**src/rtl/radix_to_ascii_digits_unit_assert.svh**
```systemverilog
// ----------------------------------------------------------------------------
// radix to ascii digits assertion macros
// concurrent assertion helpers used by radix_to_ascii_digits_unit
// ----------------------------------------------------------------------------
`ifndef RADIX_TO_ASCII_DIGITS_UNIT_ASSERT_SVH
`define RADIX_TO_ASCII_DIGITS_UNIT_ASSERT_SVH

// same-cycle implication, disabled while reset is applied
`define R2A_ASSERT_NOW(lbl, ante, cons, msg) \
  lbl: assert property (@(posedge clk_i) disable iff (!rst_ni) (ante) |-> (cons)) \
    else $error(msg);

// next-cycle implication, disabled while reset is applied
`define R2A_ASSERT_NEXT(lbl, ante, cons, msg) \
  lbl: assert property (@(posedge clk_i) disable iff (!rst_ni) (ante) |=> (cons)) \
    else $error(msg);

`endif

```
**src/rtl/r2a_pkg.sv**
```systemverilog
// ----------------------------------------------------------------------------
// r2a_pkg
// shared widths, constants and helpers of the radix to ascii digits unit
// ----------------------------------------------------------------------------
`timescale 1ns / 1ps

package r2a_pkg;

  localparam int unsigned VALUE_W = 31;
  localparam int unsigned RADIX_W = 6;
  localparam int unsigned DIGIT_W = 6;
  localparam int unsigned CHAR_W  = 7;
  localparam int unsigned IN_TDATA_W  = 40;
  localparam int unsigned OUT_TDATA_W = 8;

  // one quotient bit per divider step
  localparam int unsigned STEP_W = 5;
  localparam logic [STEP_W-1:0] LAST_STEP = STEP_W'(VALUE_W - 1);

  localparam logic [RADIX_W-1:0] RADIX_MIN = 6'd2;
  localparam logic [RADIX_W-1:0] RADIX_MAX = 6'd36;

  localparam logic [DIGIT_W-1:0] DIGIT_TEN   = 6'd10;
  localparam logic [CHAR_W-1:0]  ZERO_CHAR   = 7'd48;
  localparam logic [CHAR_W-1:0]  LETTER_BASE = 7'd65;

  typedef struct packed {
    logic busy;
    logic done;
  } r2a_div_stat_t;

  function automatic logic [CHAR_W-1:0] digit_to_ascii(input logic [DIGIT_W-1:0] d);
    logic [CHAR_W-1:0] c;
    if (d < DIGIT_TEN) begin
      c = ZERO_CHAR + CHAR_W'(d);
    end else begin
      c = LETTER_BASE + CHAR_W'(d - DIGIT_TEN);
    end
    return c;
  endfunction

endpackage

```
**src/rtl/r2a_div.sv**
```systemverilog
// ----------------------------------------------------------------------------
// r2a_div
// bit-serial restoring divider, one quotient bit per cycle
// ----------------------------------------------------------------------------
`timescale 1ns / 1ps

module r2a_div (
  input  logic                          clk_i,
  input  logic                          rst_ni,
  input  logic                          start_i,
  input  logic [r2a_pkg::VALUE_W-1:0]   dividend_i,
  input  logic [r2a_pkg::RADIX_W-1:0]   divisor_i,
  output r2a_pkg::r2a_div_stat_t        stat_o,
  output logic [r2a_pkg::VALUE_W-1:0]   quotient_o,
  output logic [r2a_pkg::DIGIT_W-1:0]   remainder_o
);
  import r2a_pkg::*;

  logic [VALUE_W-1:0] quo_q;
  logic [DIGIT_W-1:0] rem_q, rem_d;
  logic [RADIX_W-1:0] dvs_q;
  logic [STEP_W-1:0]  cnt_q;
  logic               busy_q, done_q;

  logic [DIGIT_W:0] trial, diff;
  logic             ge;

  // shift the next dividend bit into the partial remainder
  always_comb begin
    trial = {rem_q, quo_q[VALUE_W-1]};
    diff  = trial - {1'b0, dvs_q};
    ge    = (trial >= {1'b0, dvs_q});
    rem_d = ge ? diff[DIGIT_W-1:0] : trial[DIGIT_W-1:0];
  end

  always_ff @(posedge clk_i or negedge rst_ni) begin
    if (!rst_ni) begin
      busy_q <= 1'b0;
      done_q <= 1'b0;
      cnt_q  <= '0;
    end else if (start_i) begin
      busy_q <= 1'b1;
      done_q <= 1'b0;
      cnt_q  <= '0;
    end else if (busy_q) begin
      cnt_q <= cnt_q + 1'b1;
      if (cnt_q == LAST_STEP) begin
        busy_q <= 1'b0;
        done_q <= 1'b1;
      end
    end else begin
      done_q <= 1'b0;
    end
  end

  always_ff @(posedge clk_i) begin
    if (start_i) begin
      quo_q <= dividend_i;
      rem_q <= '0;
      dvs_q <= divisor_i;
    end else if (busy_q) begin
      quo_q <= {quo_q[VALUE_W-2:0], ge};
      rem_q <= rem_d;
    end
  end

  assign stat_o.busy = busy_q;
  assign stat_o.done = done_q;
  assign quotient_o  = quo_q;
  assign remainder_o = rem_q;

endmodule

```
**src/rtl/radix_to_ascii_digits_unit.sv**
```systemverilog
// ----------------------------------------------------------------------------
// radix_to_ascii_digits_unit
// converts a 31-bit unsigned value into ascii digits of base 2..36
// ----------------------------------------------------------------------------
// channel   dir  tdata                               tlast
// s_axis    in   [30:0] value, [36:31] radix         -
// m_axis    out  [6:0] digit_char, [7] zero          last (final character)
//
// each digit comes from one pass of the bit-serial divider over all value bits;
// each character then passes through stack read, output load and transfer,
// and the transfer waits until the sink is ready
// one item is in flight at a time; s_axis_tready_o is high only while idle
// m_axis_tvalid_o holds until the sink takes the character
// rst_ni clears control state only; the digit stack is never cleared
// ----------------------------------------------------------------------------
`timescale 1ns / 1ps

module radix_to_ascii_digits_unit #(
  parameter int unsigned STACK_DEPTH = 32
) (
  input  logic                              clk_i,
  input  logic                              rst_ni,
  // slave side: [30:0] value, [36:31] radix, [39:37] zero
  input  logic                              s_axis_tvalid_i,
  output logic                              s_axis_tready_o,
  input  logic [r2a_pkg::IN_TDATA_W-1:0]    s_axis_tdata_i,
  // master side: [6:0] digit_char, [7] zero
  output logic                              m_axis_tvalid_o,
  input  logic                              m_axis_tready_i,
  output logic [r2a_pkg::OUT_TDATA_W-1:0]   m_axis_tdata_o,
  output logic                              m_axis_tlast_o
);
  import r2a_pkg::*;

  localparam int unsigned CNT_W = $clog2(STACK_DEPTH + 1);
  localparam int unsigned IDX_W = $clog2(STACK_DEPTH);

  typedef enum logic [4:0] {
    S_IDLE = 5'b00001,
    S_DIV  = 5'b00010,
    S_READ = 5'b00100,
    S_LOAD = 5'b01000,
    S_EMIT = 5'b10000
  } state_e;

  state_e state_q, state_d;

  logic [CNT_W-1:0]   count_q, count_d;
  logic [RADIX_W-1:0] radix_q;
  logic [DIGIT_W-1:0] rd_data_q;
  logic [CHAR_W-1:0]  char_q;
  logic               last_q;

  // digit stack, no reset
  logic [DIGIT_W-1:0] stack_mem [STACK_DEPTH];

  logic               in_xfer, out_xfer;
  logic [RADIX_W-1:0] radix_in, radix_clamped;
  logic               div_start;
  logic [VALUE_W-1:0] div_dividend;
  logic [RADIX_W-1:0] div_divisor;
  r2a_div_stat_t      div_stat;
  logic [VALUE_W-1:0] div_quo;
  logic [DIGIT_W-1:0] div_rem;
  logic               push, pop, stack_full;
  logic [CNT_W-1:0]   pop_cnt;

  assign in_xfer  = s_axis_tvalid_i && s_axis_tready_o;
  assign out_xfer = m_axis_tvalid_o && m_axis_tready_i;

  // bases below two act as two, above thirty-six as thirty-six
  assign radix_in = s_axis_tdata_i[VALUE_W +: RADIX_W];
  always_comb begin
    if (radix_in < RADIX_MIN) begin
      radix_clamped = RADIX_MIN;
    end else if (radix_in > RADIX_MAX) begin
      radix_clamped = RADIX_MAX;
    end else begin
      radix_clamped = radix_in;
    end
  end

  // divider restarts on the quotient until it reaches zero
  assign push         = (state_q == S_DIV) && div_stat.done;
  assign div_start    = in_xfer || (push && (div_quo != '0));
  assign div_dividend = in_xfer ? s_axis_tdata_i[VALUE_W-1:0] : div_quo;
  assign div_divisor  = in_xfer ? radix_clamped : radix_q;

  r2a_div u_div (
    .clk_i       (clk_i),
    .rst_ni      (rst_ni),
    .start_i     (div_start),
    .dividend_i  (div_dividend),
    .divisor_i   (div_divisor),
    .stat_o      (div_stat),
    .quotient_o  (div_quo),
    .remainder_o (div_rem)
  );

  assign stack_full = (count_q >= CNT_W'(STACK_DEPTH));
  assign pop        = (state_q == S_READ);
  assign pop_cnt    = count_q - 1'b1;

  always_comb begin
    state_d = state_q;
    count_d = count_q;
    case (state_q)
      S_IDLE: begin
        if (in_xfer) begin
          state_d = S_DIV;
          count_d = '0;
        end
      end
      S_DIV: begin
        if (push) begin
          if (!stack_full) begin
            count_d = count_q + 1'b1;
          end
          if (div_quo == '0) begin
            state_d = S_READ;
          end
        end
      end
      S_READ: begin
        count_d = pop_cnt;
        state_d = S_LOAD;
      end
      S_LOAD: begin
        state_d = S_EMIT;
      end
      S_EMIT: begin
        if (out_xfer) begin
          state_d = last_q ? S_IDLE : S_READ;
        end
      end
      default: begin
        state_d = S_IDLE;
      end
    endcase
  end

  always_ff @(posedge clk_i or negedge rst_ni) begin
    if (!rst_ni) begin
      state_q <= S_IDLE;
      count_q <= '0;
    end else begin
      state_q <= state_d;
      count_q <= count_d;
    end
  end

  // stack write and registered read
  always_ff @(posedge clk_i) begin
    if (push && !stack_full) begin
      stack_mem[count_q[IDX_W-1:0]] <= div_rem;
    end
  end

  always_ff @(posedge clk_i) begin
    if (pop) begin
      rd_data_q <= stack_mem[pop_cnt[IDX_W-1:0]];
    end
  end

  // payload registers
  always_ff @(posedge clk_i) begin
    if (in_xfer) begin
      radix_q <= radix_clamped;
    end
    if (state_q == S_LOAD) begin
      char_q <= digit_to_ascii(rd_data_q);
      last_q <= (count_q == '0);
    end
  end

  assign s_axis_tready_o = (state_q == S_IDLE);
  assign m_axis_tvalid_o = (state_q == S_EMIT);
  assign m_axis_tdata_o  = {1'b0, char_q};
  assign m_axis_tlast_o  = last_q;

  `include "radix_to_ascii_digits_unit_assert.svh"

  `R2A_ASSERT_NOW(a_div_only_in_div, div_stat.busy, state_q == S_DIV, "divider busy outside division")
  `R2A_ASSERT_NOW(a_idle_stack_empty, s_axis_tready_o, count_q == '0, "stack not drained at idle")
  `R2A_ASSERT_NOW(a_last_empties_stack, m_axis_tvalid_o && m_axis_tlast_o, count_q == '0, "last character with digits left")
  `R2A_ASSERT_NEXT(a_final_push_reads, push && (div_quo == '0), state_q == S_READ, "no readout after final digit")

endmodule

```
**config.mk**
```make
export PLATFORM = sky130hd
export DESIGN_NAME = radix_to_ascii_digits_unit
export DESIGN_NICKNAME = d
export VERILOG_FILES = /design/src/rtl/r2a_pkg.sv /design/src/rtl/r2a_div.sv /design/src/rtl/radix_to_ascii_digits_unit.sv
export VERILOG_INCLUDE_DIRS = /design/src /design/src/rtl
export SDC_FILE = /design/constraint.sdc
export NUM_CORES = 1
export LEC_CHECK = 0
export ABC_AREA = 1
export BUFFER_PORTS_ARGS = -buffer_cell sky130_fd_sc_hd__buf_2
export CORE_MARGIN = 10
export CORE_UTILIZATION = 49
export DETAILED_ROUTE_END_ITERATION = 6
export PLACE_DENSITY = 0.77
export SLEW_MARGIN = 10
export SYNTH_ARGS = -nofsm -noshare
export SYNTH_HDL_FRONTEND = slang
export SYNTH_HIERARCHICAL = 1
export SYNTH_SLANG_ARGS = --single-unit
```
**constraint.sdc**
```tcl
create_clock -name clk_i -period 2.65 [get_ports clk_i]
set_input_delay 0.53 -clock clk_i [delete_from_list [all_inputs] [get_ports clk_i]]
set_output_delay 0.53 -clock clk_i [all_outputs]
set_load 0.01 [all_outputs]
```
Word-level counts from Yosys, hierarchy flattened --
Memory sizes are Yosys's and may differ from the RTL's. A register that Yosys moved wholly into a read port is not among the register bits. Index checks and enable logic that the tools add are counted.
Operators by class: equal/unequal tests 13, bitwise operators 0, $lt $le $gt $ge 5, muxes and demuxes 28, divide/modulo/power cells 0, reductions and logical operators 15, $mul 0, shifts and indexed selects 0, $add $sub $neg 7
Operators with widths (number):
- 31-bit 2-to-1 mux | 3
- 6-bit 2-to-1 mux | 7
- 31-bit zero test | 1
- 31-bit nonzero test | 1
- 5-bit 2-to-1 mux | 6
- 5-bit one-hot mux with 5 select lines | 1
- 6-bit one-hot mux with 3 select lines | 1
- 5-bit == test (second input constant) | 2
- 1-bit 2-to-1 mux | 8
- 4-bit AND reduction | 2
- 6-bit by 6-bit adder with 7-bit output (first input constant) | 1
- 7-bit adder (first input constant) | 1
- 7-bit by 6-bit >= comparator with 1-bit output | 1
- 7-bit 2-to-1 mux | 1
- 6-bit by 4-bit subtractor with 7-bit output (second input constant) | 1
- 6-bit by 1-bit adder with 6-bit output (second input constant) | 1
- 6-bit >= comparator (second input constant) | 1
- 6-bit > comparator (second input constant) | 1
- 6-bit zero test | 1
- 6-bit by 2-bit < comparator with 1-bit output (second input constant) | 1
- 6-bit by 4-bit < comparator with 1-bit output (second input constant) | 1
- 2-bit by 1-bit != test with 1-bit output (second input constant) | 3
- 2-bit != test (second input constant) | 3
- 6-bit by 1-bit subtractor with 6-bit output (second input constant) | 1
- 14 further kinds | 18
Storage, ports and cells: flip-flop bits (word level) 75, memory bits (writable) 192, memories 1, output and inout bits 11, latch bits 0, ROM bits 0, logic and storage cells 80, input port bits 44
Memories:
- stack_mem | depth 32, width 6, rd ports 1, clocked after memory_dff 1, write ports 1, line radix_to_ascii_digits_unit.sv:55 | logic [DIGIT_W-1:0] stack_mem [STACK_DEPTH];

Depth between registers and ports, before layout --
depth in word-level cells 6, gate-level depth with buffers 15, mapped depth without buffers 11

Cells and area by module --
Netlist, hierarchy kept.
Modules (own cells, without submodules):
- radix_to_ascii_digits_unit | area an instance 10533.9 um2, cells each 1150, times used 1, seq. area each 6582.6 um2
- r2a_div | area an instance 2459.9 um2, cells each 273, times used 1, seq. area each 1406.3 um2

Least setup slack after synthesis --
OpenSTA, ideal clock, no wires.
path kind flip-flop to flip-flop, start register state_q[3], end register u_div.quo_q[0] (netlist: u_div/quotient_o[0]), enable pin, stages on the path, launching flop included 11, setup slack -0.269 ns, arrival 2.532 ns, buffers on the path 3, path through dfrtp_1 nor2_2 nand4_1 nor2_1 inv_1 buf_2 buf_2 o21ai_0 clkbuf_1 nor2_1 inv_1
On the way: cells in the longest elaborated chain, start to end 6
Ends and longest elaborated chain:
- start: declaration | line radix_to_ascii_digits_unit.sv:46 | state_e state_q, state_d;
- start signal: assignment | line radix_to_ascii_digits_unit.sv:147 | state_q <= state_d;
- 5-bit by 2-bit == test with 1-bit output | line radix_to_ascii_digits_unit.sv:84 | assign push = (state_q == S_DIV) && div_stat.done;
- 1-bit logical AND | line radix_to_ascii_digits_unit.sv:84
- 1-bit logical AND | line radix_to_ascii_digits_unit.sv:85 | assign div_start = in_xfer || (push && (div_quo != '0));
- 1-bit logical OR * | line radix_to_ascii_digits_unit.sv:85
- named net div_start | line radix_to_ascii_digits_unit.sv:59 | logic div_start;
- 2-bit != test (no line) or 2-bit nonzero test (tied branches)
- 2-bit AND reduction (no line) *
- end signal: assignment | line r2a_div.sv:58 | quo_q <= dividend_i;
- end signal: assignment | line r2a_div.sv:62 | quo_q <= {quo_q[VALUE_W-2:0], ge};
- end: declaration | line r2a_div.sv:19 | logic [VALUE_W-1:0] quo_q;
Mark *: on every way through the listed nets, which the timed path passes. The rest lies on a longest branch. A chain may end at the register's enable or synchronous reset.

Final worst setup path --
start register state_q[3], end memory stack_mem[18][1], enable pin
On the way: cells in the longest elaborated chain, start to end 5
Ends and longest elaborated chain:
- 5-bit by 2-bit == test with 1-bit output | line radix_to_ascii_digits_unit.sv:84
- 1-bit logical AND | line radix_to_ascii_digits_unit.sv:84
- 1-bit logical AND | line radix_to_ascii_digits_unit.sv:154 | if (push && !stack_full) begin
- 1-bit 2-to-1 mux | line radix_to_ascii_digits_unit.sv:154
- 1-bit 2-to-1 mux (implied by the code) | line radix_to_ascii_digits_unit.sv:155 | stack_mem[count_q[IDX_W-1:0]] <= div_rem;
- end: declaration | line radix_to_ascii_digits_unit.sv:55
Every way passes these cells.

==> impl_metrics.tcl <==
set metrics [dict create \
    status "finished, final reports clean" \
    path_max_fanout 8 \
    r2r_cells 7 \
    grt_pass1_vias 9639 \
    stdcell_area_um2 14710 \
    worstSetupStartpointType "flop" \
    grt_pass1_wl_mm 48.11 \
    min_path_cells 2 \
    final_antenna_net_count 0 \
    clk_latency_ns 0.54 \
    core.rowCount 59 \
    rsz0062_at_grt "false" \
    critPathArrivalTime_ns 2.57 \
    grt_usage_pct 17.40 \
    vias 9659 \
    crit_type "reg -> reg" \
    grt_max_degree 102 \
    max_freq_ghz 0.4174 \
    vias_per_cell 5.201 \
    drcViolationCount 0 \
    required_ns 2.83 \
    fin_crit_ns 2.396 \
    clock_path_buffers 3 \
    netlist_area_um2 12990 \
    dpl.hpwl_mm 18.86 \
    hold_viol 0 \
    die_w_um 182.8 \
    htreeDepth 1 \
    setup_tns_ns 0 \
    clock_sinks 273 \
    avgRoutedWirePerCell_um 15.89 \
    ir_worst_vdd_mv 0.7482 \
    num_antenna_cells 0 \
    hold_path.class "in -> reg" \
    die-area_um2 33410 \
    place.gp.congestion 0.8803 \
    routed_wl_mm 29.52 \
    p_leak_uw 0.006635 \
    drt-initial-drc-count 1091 \
    cts_tree "yes" \
    antenna_found_initial 0 \
    worst_pin_slew_ns 0.9705 \
    tritoncts.num_buffers 28 \
    coreArea_um2 26060 \
    port_buffers 50 \
    timing.final.crit_share_pct 90.41 \
    pin_count 55 \
    p_per_area_nw_per_um2 1188 \
    synth_nets 1483 \
    drv_cap 0 \
    fin_nets 1561 \
    setup_violations 0 \
    drive_above_1_share_pct 11.24 \
    post_cts_buffers 0 \
    start_util_pct 49.83 \
    avgSynthCellArea_um2 9.132 \
    placed_area_um2 13820 \
    cts-root-buf "clkbuf_16" \
    drv_slew 0 \
    area_growth_syn_to_layout_pct 13.29 \
    die_height_um 182.8 \
    hold_slack_ns 0.1941 \
    fin_skew_ns 0.01903 \
    ys_warn_count 6 \
    endpoint_kind "flop" \
    fillerInstances 2224 \
    cts.reportedPaths.clkPinSlew_ns 0.06 \
    gr-total-overflow 0 \
    relSlewSlack_pct 35.08 \
    first_pass_iters 5 \
    netlist_instances 1422 \
]
==> worst max-delay path: stages (launching register included) <==
cell     delay, ns
dfrtp_1       0.40
nor2_2        0.23
nand3_2       0.18
inv_2         0.09
nand2_1       0.12
nor2_2        0.20
nand2_1       0.32
nor2_1        0.49
==> cells in the final DEF (no fill, tap or decap), drive strengths merged, types with 2 or more instances in the layout <==
master,n
nand3,160
dfrtp,17
buf,104
clkbuf,37
nor2,78
xnor2,2
a21oi,9
nand2,599
or2,4
nor3,2
o21ai,21
dfxtp,12
nand4,13
clkinv,13
edfxtp,243
inv,167
o211ai,2
ha,16
bufinv,2
xor2,11
==> power breakdown <==
part | switching (µW) | internal, µW | leakage (µW)
clock network | 1580 | 2190 | 0.000432
registers | 442 | 5960 | 0.00256
logic | 5100 | 2210 | 0.00364
==> layout make-up <==
| type | count | area [µm²] | share of cell area (%) |
|---|---|---|---|
| clock buffers | 37 | 755.7 | 5.137 |
| clock inverters | 15 | 121.4 | 0.8250 |
| inverters | 168 | 636.9 | 4.329 |
| multi-input cells | 924 | 4098 | 27.85 |
| flip-flops and latches | 273 | 7990 | 54.31 |
| well taps | 335 | 419.2 | 2.849 |
| repair buffers | 105 | 690.7 | 4.695 |
==> per-layer routing <==
layer | track usage (%) | part of all wire (%) | vias up
met5 | 0 | 0 | -
met4 | 6.101 | 2.9 | 0
met3 | 2.854 | 7.3 | 62
met2 | 29.79 | 49 | 386
met1 | 21.92 | 40 | 4482
li1 | - | - | 4729
==> per-stage QoR <==
| stage | setup slack, ns | total power, µW | util [%] | std cells |
|---|---|---|---|---|
| 4_1_cts | 0.2605 | 17460 | 56.45 | 1857 |
| 6_report | 0.2541 | 17480 | 56.46 | 1857 |
| 2_1_floorplan | 0.06897 | 11490 | - | 1422 |
| 3_3_place_gp | 0.3479 | 13410 | 53.04 | 1804 |
| 5_1_grt | 0.08675 | 18610 | 56.46 | 1857 |
| 3_5_place_dp | 0.3078 | 13650 | 53.04 | 1804 |
==> what timing repair did <==
action / CTS / global route
hold buffers: 1 / 0
setup endpoints to repair: 0 / 6
hold endpoints to repair: 17 / 0
gates resized for setup: 0 / 2
==> worst paths after layout <==
path	slack, ns	from	to
setup / recovery	0.25	state_q[3]	stack_mem[18][1]
hold reg to reg	0.45	radix_q[2]	radix_q[2]
setup reg to reg	0.25	state_q[3]	stack_mem[18][1]
hold / removal	0.19	m_axis_tready_i	state_q[4]
max in group asynchronous	1.87	rst_ni	count_q[0]
min in group asynchronous	0.46	rst_ni	state_q[4]
==> flip-flops by register name (all words and copies together) (netlist names) <==
name               flops
char_q                 7
count_q                6
m_axis_tlast_o         1
radix_q                6
rd_data_q              6
stack_mem            192
state_q                5
u_div/busy_q           1
u_div/cnt_q            5
u_div/done_q           1
u_div/dvs_q            6
u_div/quotient_o      31
u_div/remainder_o      6
(Power assumes the default switching activity.)
